[config.mk]
export PLATFORM = sky130hd
export DESIGN_NAME = tier_quota_usage_tracker
export DESIGN_NICKNAME = d
export VERILOG_FILES = /design/src/design/tqut_pkg.sv /design/src/design/tqut_front.sv /design/src/design/tqut_queue.sv /design/src/design/tqut_back.sv /design/src/design/tier_quota_usage_tracker.sv
export VERILOG_INCLUDE_DIRS = /design/src /design/src/design
export SDC_FILE = /design/constraint.sdc
export NUM_CORES = 2
export LEC_CHECK = 0
export BUFFER_PORTS_ARGS = -buffer_cell sky130_fd_sc_hd__buf_4
export CORE_ASPECT_RATIO = 1.5
export CORE_MARGIN = 3
export CORE_UTILIZATION = 50
export CTS_BUF_LIST = sky130_fd_sc_hd__clkbuf_8 sky130_fd_sc_hd__clkbuf_16
export CTS_CLUSTER_SIZE = 28
export DETAILED_ROUTE_END_ITERATION = 8
export PLACE_DENSITY = 0.72
export SYNTH_ARGS = -nofsm -noshare
export SYNTH_HDL_FRONTEND = slang
export SYNTH_HIERARCHICAL = 1
export SYNTH_SLANG_ARGS = --single-unit
export TNS_END_PERCENT = 100
[constraint.sdc]
create_clock -name clk -period 6.2 [get_ports clk]
set_input_delay 0.31 -clock clk [delete_from_list [all_inputs] [get_ports clk]]
set_output_delay 0.31 -clock clk [all_outputs]
set_load 0.03 [all_outputs]
[src/design/tier_quota_usage_tracker_defines.svh]
// Assertion macros used by the update engine (tqut_back).
`ifndef TIER_QUOTA_USAGE_TRACKER_DEFINES_SVH
`define TIER_QUOTA_USAGE_TRACKER_DEFINES_SVH

// Same-cycle implication, sampled on clk, quiet during reset.
`define TQUT_ASSERT_IMPLY(label, ante, cons, msg) \
	label: assert property (@(posedge clk) disable iff (!arst_n) (ante) |-> (cons)) \
		else $error(msg);

// Next-cycle implication, sampled on clk, quiet during reset.
`define TQUT_ASSERT_NEXT(label, ante, cons, msg) \
	label: assert property (@(posedge clk) disable iff (!arst_n) (ante) |=> (cons)) \
		else $error(msg);

`endif

[src/design/tqut_pkg.sv]
// Shared types and codes for the usage tracker.
`default_nettype none
package tqut_pkg;

	localparam int USAGE_W = 32;
	localparam int NODE_W = 3;
	localparam int GROUP_W = 2;
	localparam int STATUS_W = 3;
	localparam int CFG_IDX_W = 2;
	localparam int CFG_DATA_W = 32;
	localparam int QUEUE_DEPTH = 2;
	localparam int QPTR_W = $clog2(QUEUE_DEPTH);
	localparam int QCNT_W = $clog2(QUEUE_DEPTH + 1);

	localparam logic [STATUS_W-1:0] STATUS_IGNORED = 3'd0;
	localparam logic [STATUS_W-1:0] STATUS_DEMOTE = 3'd1;
	localparam logic [STATUS_W-1:0] STATUS_PROMOTE = 3'd2;
	localparam logic [STATUS_W-1:0] STATUS_CLAMPED = 3'd3;
	localparam logic [STATUS_W-1:0] STATUS_NOMATCH = 3'd4;

	localparam logic [CFG_IDX_W-1:0] CFG_ENABLE = 2'd0;
	localparam logic [CFG_IDX_W-1:0] CFG_GROUP_COUNT = 2'd1;
	localparam logic [CFG_IDX_W-1:0] CFG_LOCAL_MASKS = 2'd2;
	localparam logic [CFG_IDX_W-1:0] CFG_TARGET_MASKS = 2'd3;

	typedef enum logic [1:0] {
		OP_IGNORE,
		OP_INC,
		OP_DEC,
		OP_NOMATCH
	} op_t;

	typedef struct packed {
		op_t                op;
		logic [GROUP_W-1:0] grp;
		logic [NODE_W-1:0]  node;
		logic [USAGE_W-1:0] pages;
	} item_t;

endpackage
`default_nettype wire

[src/design/tqut_front.sv]
// Front end: configuration registers, item accept and group classification.
`default_nettype none
module tqut_front #(
	parameter int NODE_COUNT = 8,
	parameter int GROUP_COUNT = 4
) (
	input  wire logic                            clk,
	input  wire logic                            arst_n,
	input  wire logic                            cfg_valid,
	output logic                                 cfg_ready,
	input  wire logic [tqut_pkg::CFG_IDX_W-1:0]  cfg_index,
	input  wire logic [tqut_pkg::CFG_DATA_W-1:0] cfg_data,
	input  wire logic                            start,
	output logic                                 busy,
	input  wire logic [tqut_pkg::NODE_W-1:0]     source_node,
	input  wire logic [tqut_pkg::NODE_W-1:0]     dest_node,
	input  wire logic [tqut_pkg::USAGE_W-1:0]    page_count,
	input  wire logic                            q_full,
	output logic                                 push,
	output tqut_pkg::item_t                      item
);
	import tqut_pkg::*;

	logic                  enable_q;
	logic [2:0]            group_count_q;
	logic [USAGE_W-1:0]    local_masks_q;
	logic [USAGE_W-1:0]    target_masks_q;
	logic                  found;
	op_t                   op;
	logic [GROUP_W-1:0]    grp;
	logic [NODE_W-1:0]     node;

	function automatic logic mask_has(input logic [USAGE_W-1:0] mask, input int g,
			input logic [NODE_W-1:0] nd);
		int pos;
		pos = g * NODE_COUNT + int'(nd);
		return (int'(nd) < NODE_COUNT) && (pos < USAGE_W) && mask[pos[4:0]];
	endfunction

	assign cfg_ready = 1'b1;

	always_ff @(posedge clk or negedge arst_n) begin
		if (!arst_n) begin
			enable_q <= 1'b0;
			group_count_q <= '0;
			local_masks_q <= '0;
			target_masks_q <= '0;
		end else if (cfg_valid && cfg_ready) begin
			case (cfg_index)
				CFG_ENABLE: enable_q <= cfg_data[0];
				CFG_GROUP_COUNT: group_count_q <= cfg_data[2:0];
				CFG_LOCAL_MASKS: local_masks_q <= cfg_data;
				CFG_TARGET_MASKS: target_masks_q <= cfg_data;
				default: ;
			endcase
		end
	end

	// first qualifying group wins; increase check before decrease check
	always_comb begin
		found = 1'b0;
		op = OP_NOMATCH;
		grp = '0;
		node = '0;
		for (int g = 0; g < GROUP_COUNT; g++) begin
			if (!found && (g < int'(group_count_q))) begin
				if (mask_has(local_masks_q, g, source_node) &&
						mask_has(target_masks_q, g, dest_node)) begin
					found = 1'b1;
					op = OP_INC;
					grp = GROUP_W'(g);
					node = dest_node;
				end else if (mask_has(local_masks_q, g, dest_node) &&
						mask_has(target_masks_q, g, source_node)) begin
					found = 1'b1;
					op = OP_DEC;
					grp = GROUP_W'(g);
					node = source_node;
				end
			end
		end
		if (!enable_q || (page_count == '0)) begin
			op = OP_IGNORE;
			grp = '0;
			node = '0;
		end
	end

	assign busy = q_full;
	assign push = start && !busy;
	assign item = '{op: op, grp: grp, node: node, pages: page_count};

endmodule
`default_nettype wire

[src/design/tqut_queue.sv]
// Short item queue between the front end and the update engine.
`default_nettype none
module tqut_queue (
	input  wire logic            clk,
	input  wire logic            arst_n,
	input  wire logic            push,
	input  wire tqut_pkg::item_t push_item,
	output logic                 full,
	input  wire logic            pop,
	output logic                 empty,
	output tqut_pkg::item_t      head
);
	import tqut_pkg::*;

	item_t              entries_q [QUEUE_DEPTH];
	logic [QPTR_W-1:0]  wr_ptr_q;
	logic [QPTR_W-1:0]  rd_ptr_q;
	logic [QCNT_W-1:0]  count_q;

	assign full = (count_q == QCNT_W'(QUEUE_DEPTH));
	assign empty = (count_q == '0);
	assign head = entries_q[rd_ptr_q];

	always_ff @(posedge clk) begin
		if (push) begin
			entries_q[wr_ptr_q] <= push_item;
		end
	end

	always_ff @(posedge clk or negedge arst_n) begin
		if (!arst_n) begin
			wr_ptr_q <= '0;
			rd_ptr_q <= '0;
			count_q <= '0;
		end else begin
			if (push) begin
				wr_ptr_q <= (wr_ptr_q == QPTR_W'(QUEUE_DEPTH - 1)) ? '0 : wr_ptr_q + 1'b1;
			end
			if (pop) begin
				rd_ptr_q <= (rd_ptr_q == QPTR_W'(QUEUE_DEPTH - 1)) ? '0 : rd_ptr_q + 1'b1;
			end
			if (push && !pop) begin
				count_q <= count_q + 1'b1;
			end else if (pop && !push) begin
				count_q <= count_q - 1'b1;
			end
		end
	end

endmodule
`default_nettype wire

[src/design/tqut_back.sv]
// Update engine: usage store read-modify-write and result registers.
`default_nettype none
`include "tier_quota_usage_tracker_defines.svh"
module tqut_back #(
	parameter int NODE_COUNT = 8,
	parameter int GROUP_COUNT = 4
) (
	input  wire logic                          clk,
	input  wire logic                          arst_n,
	input  wire logic                          empty,
	input  wire tqut_pkg::item_t               head,
	output logic                               pop,
	output logic                               done,
	output logic [tqut_pkg::STATUS_W-1:0]      status,
	output logic [tqut_pkg::GROUP_W-1:0]       group_index,
	output logic [tqut_pkg::NODE_W-1:0]        target_node,
	output logic [tqut_pkg::USAGE_W-1:0]       usage_after
);
	import tqut_pkg::*;

	localparam int STORE_DEPTH = GROUP_COUNT * NODE_COUNT;
	localparam int IDX_W = (STORE_DEPTH > 1) ? $clog2(STORE_DEPTH) : 1;

	typedef enum logic [1:0] {
		ST_FETCH = 2'b01,
		ST_APPLY = 2'b10
	} back_state_t;

	back_state_t         state_q;
	logic [USAGE_W-1:0]  mem_q [STORE_DEPTH];
	logic [STORE_DEPTH-1:0] vld_q;
	item_t               item_s1;
	logic [IDX_W-1:0]    idx_s1;
	logic [USAGE_W-1:0]  rd_data_s1;
	logic                rd_vld_s1;
	logic [IDX_W-1:0]    head_idx;
	logic [USAGE_W-1:0]  cur;
	logic [USAGE_W:0]    sum;
	logic [USAGE_W:0]    diff;
	logic [USAGE_W-1:0]  new_usage;
	logic [STATUS_W-1:0] new_status;
	logic                wr_en;
	logic                apply;
	logic                done_q;
	logic [STATUS_W-1:0] status_q;
	logic [GROUP_W-1:0]  group_q;
	logic [NODE_W-1:0]   node_q;
	logic [USAGE_W-1:0]  usage_q;

	assign head_idx = IDX_W'(int'(head.grp) * NODE_COUNT + int'(head.node));
	assign pop = (state_q == ST_FETCH) && !empty;
	assign apply = (state_q == ST_APPLY);

	always_comb begin
		cur = rd_vld_s1 ? rd_data_s1 : '0;
		sum = {1'b0, cur} + {1'b0, item_s1.pages};
		diff = {1'b0, cur} - {1'b0, item_s1.pages};
		new_usage = '0;
		new_status = STATUS_NOMATCH;
		wr_en = 1'b0;
		case (item_s1.op)
			OP_INC: begin
				new_usage = sum[USAGE_W] ? '1 : sum[USAGE_W-1:0];
				new_status = STATUS_DEMOTE;
				wr_en = apply;
			end
			OP_DEC: begin
				new_usage = diff[USAGE_W] ? '0 : diff[USAGE_W-1:0];
				new_status = diff[USAGE_W] ? STATUS_CLAMPED : STATUS_PROMOTE;
				wr_en = apply;
			end
			OP_IGNORE: new_status = STATUS_IGNORED;
			default: new_status = STATUS_NOMATCH;
		endcase
	end

	always_ff @(posedge clk) begin
		if (wr_en) begin
			mem_q[idx_s1] <= new_usage;
		end
		if (pop) begin
			item_s1 <= head;
			idx_s1 <= head_idx;
			rd_data_s1 <= mem_q[head_idx];
			rd_vld_s1 <= vld_q[head_idx];
		end
		if (apply) begin
			status_q <= new_status;
			group_q <= wr_en ? item_s1.grp : '0;
			node_q <= wr_en ? item_s1.node : '0;
			usage_q <= new_usage;
		end
	end

	always_ff @(posedge clk or negedge arst_n) begin
		if (!arst_n) begin
			state_q <= ST_FETCH;
			vld_q <= '0;
			done_q <= 1'b0;
		end else begin
			done_q <= apply;
			if (wr_en) begin
				vld_q[idx_s1] <= 1'b1;
			end
			case (state_q)
				ST_FETCH: begin
					if (pop) begin
						state_q <= ST_APPLY;
					end
				end
				ST_APPLY: state_q <= ST_FETCH;
				default: state_q <= ST_FETCH;
			endcase
		end
	end

	assign done = done_q;
	assign status = status_q;
	assign group_index = group_q;
	assign target_node = node_q;
	assign usage_after = usage_q;

	`TQUT_ASSERT_IMPLY(a_no_pop_in_apply, apply, !pop, "queue popped during update")
	`TQUT_ASSERT_NEXT(a_pop_to_apply, pop, apply, "pop not followed by update")
	`TQUT_ASSERT_NEXT(a_apply_to_done, apply, done && !apply, "update gave no single result")
	`TQUT_ASSERT_IMPLY(a_quiet_fields, done && (status == STATUS_IGNORED || status == STATUS_NOMATCH), group_index == '0 && target_node == '0 && usage_after == '0, "non-zero fields without update")
	`TQUT_ASSERT_IMPLY(a_clamp_zero, done && status == STATUS_CLAMPED, usage_after == '0, "clamped usage not zero")

endmodule
`default_nettype wire

[src/design/tier_quota_usage_tracker.sv]
// Top level of the far-memory usage tracker.
// Usage:
//   Configuration: write registers through cfg_valid/cfg_ready with cfg_index
//   (0 enable, 1 group count, 2 local node masks, 3 target node masks) and
//   cfg_data; cfg_ready is always high. Write only while no item is in flight.
//   Items: drive start with source_node, dest_node and page_count; the item is
//   taken at a rising edge where start is high and busy is low.
//   Results: every item gives exactly one result, shown for one cycle with
//   done high on status, group_index, target_node and usage_after.
//   Path: an accepted item goes through the queue, the fetch state (pop and
//   store read) and the apply state (write back); results are registered.
//   The update engine alternates fetch and apply on the usage store, so it
//   takes no new item until the last one has been written back.
//   A two-entry queue decouples accept from update; busy is high while full.
//   Reset: arst_n clears configuration, queue and the valid bit of every usage entry, so every entry reads as zero.
//   The receiver cannot stall: results must be taken in the cycle shown.
`default_nettype none
module tier_quota_usage_tracker #(
	parameter int NODE_COUNT = 8,
	parameter int GROUP_COUNT = 4
) (
	input  wire logic                            clk,
	input  wire logic                            arst_n,
	input  wire logic                            cfg_valid,
	output logic                                 cfg_ready,
	input  wire logic [tqut_pkg::CFG_IDX_W-1:0]  cfg_index,
	input  wire logic [tqut_pkg::CFG_DATA_W-1:0] cfg_data,
	input  wire logic                            start,
	output logic                                 busy,
	input  wire logic [tqut_pkg::NODE_W-1:0]     source_node,
	input  wire logic [tqut_pkg::NODE_W-1:0]     dest_node,
	input  wire logic [tqut_pkg::USAGE_W-1:0]    page_count,
	output logic                                 done,
	output logic [tqut_pkg::STATUS_W-1:0]        status,
	output logic [tqut_pkg::GROUP_W-1:0]         group_index,
	output logic [tqut_pkg::NODE_W-1:0]          target_node,
	output logic [tqut_pkg::USAGE_W-1:0]         usage_after
);
	import tqut_pkg::*;

	logic  q_full;
	logic  q_empty;
	logic  push;
	logic  pop;
	item_t push_item;
	item_t head;

	tqut_front #(
		.NODE_COUNT (NODE_COUNT),
		.GROUP_COUNT(GROUP_COUNT)
	) u_front (
		.clk        (clk),
		.arst_n     (arst_n),
		.cfg_valid  (cfg_valid),
		.cfg_ready  (cfg_ready),
		.cfg_index  (cfg_index),
		.cfg_data   (cfg_data),
		.start      (start),
		.busy       (busy),
		.source_node(source_node),
		.dest_node  (dest_node),
		.page_count (page_count),
		.q_full     (q_full),
		.push       (push),
		.item       (push_item)
	);

	tqut_queue u_queue (
		.clk      (clk),
		.arst_n   (arst_n),
		.push     (push),
		.push_item(push_item),
		.full     (q_full),
		.pop      (pop),
		.empty    (q_empty),
		.head     (head)
	);

	tqut_back #(
		.NODE_COUNT (NODE_COUNT),
		.GROUP_COUNT(GROUP_COUNT)
	) u_back (
		.clk        (clk),
		.arst_n     (arst_n),
		.empty      (q_empty),
		.head       (head),
		.pop        (pop),
		.done       (done),
		.status     (status),
		.group_index(group_index),
		.target_node(target_node),
		.usage_after(usage_after)
	);

endmodule
`default_nettype wire
# ---- Word-level counts from Yosys, hierarchy flattened
# Memories as Yosys holds them, arrays and structs flattened. A register that Yosys moved wholly into a read port is not among the register bits.
# Index checks and enable logic that the tools add are counted.
dict set report totals {
  output_inout_bits 43
  latch_bits 0
  mem_bits_rw 1102
  elab_cells 217
  romBits 0
  in_bits 76
  ff_bits 192
  n_memories 2
}
dict set report op_classes {
  n_mux 98
  reduce_logical 51
  eq_ne 9
  div_mod_pow 0
  n_bitwise 1
  shifts 0
  multipliers 0
  magnitude_cmp 23
  addsub 13
}
# memory words word_bits rd rd_ports_with_merged_regs write_ports line
set memory_table {}
lappend memory_table {u_back.mem_q 32 32 1 1 1 tqut_back.sv:30} ;# logic [USAGE_W-1:0] mem_q [STORE_DEPTH];
lappend memory_table {u_queue.entries_q 2 39 1 0 1 tqut_queue.sv:15} ;# item_t entries_q [QUEUE_DEPTH];
# operator n
set ops {}
lappend ops {{32-bit by 7-bit less-than comparator with 1-bit output, second input constant} 6}
lappend ops {{32-bit 2-to-1 mux} 3}
lappend ops {{1-bit binary-select mux with 5-bit select} 13}
lappend ops {{32-bit one-hot mux with 2 select lines} 1}
lappend ops {{2-bit 2-to-1 mux} 25}
lappend ops {{5-bit by 6-bit less-than comparator with 1-bit output, second input constant} 8}
lappend ops {{3-bit 2-to-1 mux} 13}
lappend ops {{1-bit 2-to-1 mux} 37}
lappend ops {{32-bit by 32-bit adder with 33-bit output} 1}
lappend ops {{32-bit by 32-bit subtractor with 33-bit output} 1}
lappend ops {{1-bit logical AND} 32}
lappend ops {{32-bit zero test} 1}
lappend ops {{32-bit OR} 1}
lappend ops {{5-bit by 3-bit adder with 6-bit output, first input constant} 4}
lappend ops {{3-bit by 6-bit less-than comparator with 1-bit output, second input constant} 4}
lappend ops {{1-bit binary-select mux with 3-bit select} 4}
lappend ops {{4-bit by 3-bit adder with 5-bit output, first input constant} 2}
lappend ops {{2-bit equality test, second input constant} 5}
lappend ops {{3-bit one-hot mux with 3 select lines} 1}
lappend ops {{1-bit zero test} 8}
lappend ops {{2-bit AND reduction} 4}
lappend ops {{2-bit by 1-bit equality test with 1-bit output, second input constant} 3}
lappend ops {{2-bit zero test} 3}
lappend ops {{1-bit by 3-bit less-than comparator with 1-bit output, first input constant} 2}
lappend ops {{11 further kinds} 13}

# ---- Logic depth before layout (Yosys ltp)
dict set report depth {
  depth_word 17
  mapped_depth 24
  depth_no_buf 14
}

# ---- By module
# Netlist, hierarchy kept.
# module area_per_inst_um2 seq_area_each_um2 cells_each instances
set modules_own_cells {}
lappend modules_own_cells {tqut_back 49846.6 34989.8 2694 1}
lappend modules_own_cells {tqut_front 4281.6 1701.6 337 1}
lappend modules_own_cells {tqut_queue 3012.9 2442.3 137 1}

# ---- Worst setup path after synthesis
# OpenSTA, ideal clock, no wires.
dict set report synth_timing {
  path_kind {register to register}
  start {reg u_back.rd_vld_s1}
  end {mem u_back.mem_q[0][27] (data pin)}
  slack_ns 0.334
  setup_time_ns 0.462
  path_buffers 11
  stages_incl_launch_ff 24
  t_arrival_ns 5.404
  required_ns 5.738
  synth_period_minus_slack_ns 5.866
  cell_sequence {edfxtp_1 > buf_6 > buf_6 > buf_6 > buf_6 > buf_6 > buf_4 > buf_4 > buf_2 > clkbuf_1 > clkbuf_1 > nand2_1 > ha_1 > inv_1 > ha_1 > o21ai_0 > a221oi_2 > o221ai_2 > a21o_1 > a2111oi_2 > or2_1 > clkbuf_1 > a221oi_1 > o21ai_0}
}
dict set report synth_between {
  elab_chain_len 4
  word_cells_on_any_way 6
  cone_classes {add/sub: 2; mux: 4}
}
# item line
set synth_lines {}
lappend synth_lines {{start: declaration} tqut_back.sv:35} ;# logic rd_vld_s1;
lappend synth_lines {{start signal: assignment} tqut_back.sv:85} ;# rd_vld_s1 <= vld_q[head_idx];
lappend synth_lines {{32-bit 2-to-1 mux (*)} tqut_back.sv:55} ;# cur = rd_vld_s1 ? rd_data_s1 : '0;
lappend synth_lines {{32-bit by 32-bit subtractor with 33-bit output or 32-bit by 32-bit adder with 33-bit output (tied branches)} {tqut_back.sv:57, tqut_back.sv:56}}
lappend synth_lines {{32-bit 2-to-1 mux, on equally long branches} {tqut_back.sv:68, tqut_back.sv:63}}
lappend synth_lines {{32-bit one-hot mux with 2 select lines (*)} tqut_back.sv:61} ;# case (item_s1.op)
lappend synth_lines {{named net u_back.new_usage[27]} tqut_back.sv:40} ;# logic [USAGE_W-1:0] new_usage;
lappend synth_lines {{end: declaration} tqut_back.sv:30}
# The timed path passes the listed nets; every way through them passes the cells marked *.

# ---- Worst setup path in the final report
dict set report layout_timing {
  start {reg u_back.rd_vld_s1}
  end {mem u_back.mem_q[19][25] (data pin)}
}
# Same word-level chain as after synthesis.

==> flow_metrics.env <==
export IMPL_vias_per_cell=6.41
export IMPL_crit_arrival_ns=5.31
export IMPL_finalWirelength_mm=153
export IMPL_synth_top_family_by_area="multiplexers"
export IMPL_yosys_register_bits=1321
export IMPL_first_pass_iters=5
export IMPL_final_cell_mix="edfxtp_1 (1214), mux4_2 (347), buf_4 (210), mux2_2 (137), nand2_1 (122)"
export IMPL_cts_tree="built"
export IMPL_yosys_warnings=6
export IMPL_coreArea_mm2=0.113
export IMPL_drc=0
export IMPL_io_pins=119
export IMPL_endpoint_kind="flip-flop"
export IMPL_clock_sinks=1321
export IMPL_fmax_ghz=0.202
export IMPL_synth_edf_count=1214
export IMPL_maxCapViolCount=0
export IMPL_synth_mux_area_share_pct=17.2
export IMPL_period_share_pct=79.9
export IMPL_cts_resized=0
export IMPL_drt_iter0_drc=3599
export IMPL_grt_ovfl_total=0
export IMPL_timing_hold_ws_ns=0.148
export IMPL_root_buffer="clkbuf_16"
export IMPL_grt_max_degree=114
export IMPL_ys_top_cells_by_area="edfxtp_1 (64%), mux4_2 (14%), dfrtp_1 (4.6%)"
export IMPL_static_leakage_power_nw=21.8
export IMPL_fin_crit_ns=4.96
export IMPL_dieArea_mm2=0.118
export IMPL_grt_use_total_pct=26.3
export IMPL_ant_nets=0
export IMPL_worstPathRequired_ns=6.55
export IMPL_grt_pass1_vias=32100
export IMPL_crit_fanout=113
export IMPL_syn_to_final_growth_pct=13.3
export IMPL_hold_class="input port to async pin"
export IMPL_syn_inst=3168
export IMPL_synth_flop_cell="edfxtp_1"
export IMPL_skew_ns=0.0430
export IMPL_power_density_mw_per_mm2=500
export IMPL_synth_xor_area_share_pct=1.29
export IMPL_layout_nets=3465
export IMPL_worstMarginPinSlew_ns=1.35
export IMPL_cts_setup_buffers=0
export IMPL_synth_simple_area_share_pct=4.67
export IMPL_synth_compound_area_share_pct=5.08
export IMPL_yosysUniqueCellTypes=102
export IMPL_synthesis_nets=3274
export IMPL_synth_area_mm2=0.0571
export IMPL_numCtsBuffers=116
export IMPL_fin_area_mm2=0.0647
export IMPL_syn_area_per_cell_um2=18.0
export IMPL_clock_path_buffers=3
export IMPL_htreeDepth=3
export IMPL_wl_per_cell_um=31.1
export IMPL_grt_setup_unrepaired="false"
export IMPL_place_congestion=0.989
export IMPL_chipWidth_um=282
export IMPL_finalSetupTns_ns=0
export IMPL_final_core_util_pct=57.2
export IMPL_placed_area_mm2=0.0600
export IMPL_rows=151
export IMPL_hold_viol=0
export IMPL_ys_async_sr_fraction_pct=8.10
export IMPL_grt_pass1_wl_mm=222
export IMPL_antenna_found_initial=4
export IMPL_startpoint_type="flip-flop"
export IMPL_dp_hpwl_mm=91.9
export IMPL_die_height_um=420
export IMPL_final_max_slew_viol_count=0
export IMPL_ys_seq_area_share_pct=68.5
export IMPL_mostFrequentLayoutCell="edfxtp_1"
export IMPL_drive_gt1_share_pct=30.0
export IMPL_start_util_pct=50.5
export IMPL_setup_viol=0
export IMPL_insertion_delay_ns=0.76
export IMPL_portBuffers=117
export IMPL_status="complete, no violations"
export IMPL_vias=31500
export IMPL_final_fill_count=8281
export IMPL_maxSlewHeadroom_pct=10.1
export IMPL_yosys_area_top_type_share_pct=63.8
export IMPL_clkSlewWorstSetupHoldPaths_ns=0.07
export IMPL_yosys_area_top_type="edfxtp_1"
export IMPL_irDropWorstVdd_uv=325
export IMPL_synth_adder_area_share_pct=0.902
export IMPL_path_class="flip-flop to flip-flop"
==> critical path, cell delays in order, from the launching register on <==
cell	delay, ns
edfxtp_1	0.34
buf_4	0.32
buf_12	0.42
nand2_1	0.17
maj3_1	0.39
o311ai_1	0.18
a22oi_1	0.32
o31ai_1	0.78
a21oi_2	0.26
o21ai_1	0.25
a221oi_1	0.12
o21ai_2	0.97
==> layout make-up <==
| cell class | instances | area, um2 | share of cell area [%] |
|---|---|---|---|
| clock inverter | 92 | 1050 | 1.62 |
| antenna | 1 | 2.50 | 0.00387 |
| tap | 1453 | 1820 | 2.81 |
| clock buffer | 122 | 3000 | 4.63 |
| timing repair buffer | 287 | 2430 | 3.75 |
| sequential | 1321 | 39100 | 60.5 |
| multi-input combinational | 1576 | 17100 | 26.4 |
| inverter | 57 | 216 | 0.334 |
==> cell usage after synthesis (15+ instances only) <==
master,number
inv_1,57
dfrtp_1,106
and2_1,20
edfxtp_1,1214
a31oi_1,24
nand3_1,32
xnor2_1,43
mux2i_1,23
nor2b_1,29
xor2_1,41
buf_2,40
or2_2,45
a21o_1,17
ha_1,30
mux4_2,347
a21oi_1,80
mux2_2,141
buf_1,33
buf_4,41
a32oi_1,16
clkbuf_1,84
o21ai_0,84
a22o_1,15
nand2_1,122
nor2_1,127
buf_6,15
nand2b_1,39
o22ai_1,18
==> where the power goes <==
part / total (mW) / internal, mW / leakage (nW) / switching (mW)
Clock: 7.55 / 4.24 / 2.01 / 3.30
Combinational: 11.8 / 4.79 / 7.25 / 7.01
Sequential: 13.0 / 12.2 / 12.6 / 0.860
==> cells by family after synthesis <==
group | after synthesis
AO/OA/AOI/OAI | 412
XOR/XNOR | 84
adder cells (fa/ha/maj) | 44
buffers and inverters | 271
flip-flops | 1321
multiplexers | 519
other | 1
AND/OR/NAND/NOR | 516
==> final timing paths <==
kind                                  start                   endpoint  slack (ns)  cells past startpoint
min in group clk             source_node[2]   u_queue/entries_q[0][34]        0.18                      3
hold / removal                       arst_n  u_front/local_masks_q[28]        0.15                      2
setup reg to reg           u_back/rd_vld_s1       u_back/mem_q[19][25]        1.24                     11
max in group asynchronous            arst_n           u_queue/rd_ptr_q        4.83                      3
hold reg to reg            u_back/vld_q[26]           u_back/vld_q[26]        0.46                      1
setup / recovery           u_back/rd_vld_s1       u_back/mem_q[19][25]        1.24                     11
==> per-stage QoR <==
| step | setup WS [ns] | total power, mW | instances |
|---|---|---|---|
| after detailed placement | 1.37 | 24.9 | 4625 |
| after CTS | 1.29 | 32.5 | 4908 |
| after global routing | 0.889 | 33.9 | 4908 |
| after floorplan | 0.334 | 21.3 | 3168 |
| final | 1.24 | 32.4 | 4909 |
| after global placement | 1.38 | 24.7 | 4625 |
==> routing by layer <==
layer  vias to the layer above  part of all wire [%]  global-route usage, %
met1                     16400                    37                   33.5
met2                      1554                    50                   43.9
met4                         2                   5.0                   12.3
met5                         -                0.0079                      0
li1                      13200                     -                      -
met3                       360                   8.0                   4.65
==> state kept, by name, summed over array words and instances (netlist names), 2 cells and up <==
signal,cells
u_back/group_index,2
u_back/item_s1,38
u_back/mem_q,1024
u_back/rd_data_s1,32
u_back/state_q,2
u_back/status,3
u_back/target_node,3
u_back/usage_after,32
u_back/vld_q,32
u_front/group_count_q,3
u_front/local_masks_q,32
u_front/target_masks_q,32
u_queue/count_q,2
u_queue/entries_q,78
==> timing repair <==
item,in CTS,in global routing
hold buffers,69,0
endpoints found under the hold margin,186,0
endpoints found under the setup margin,0,0
No activity file was read; power rests on OpenSTA's default activity.
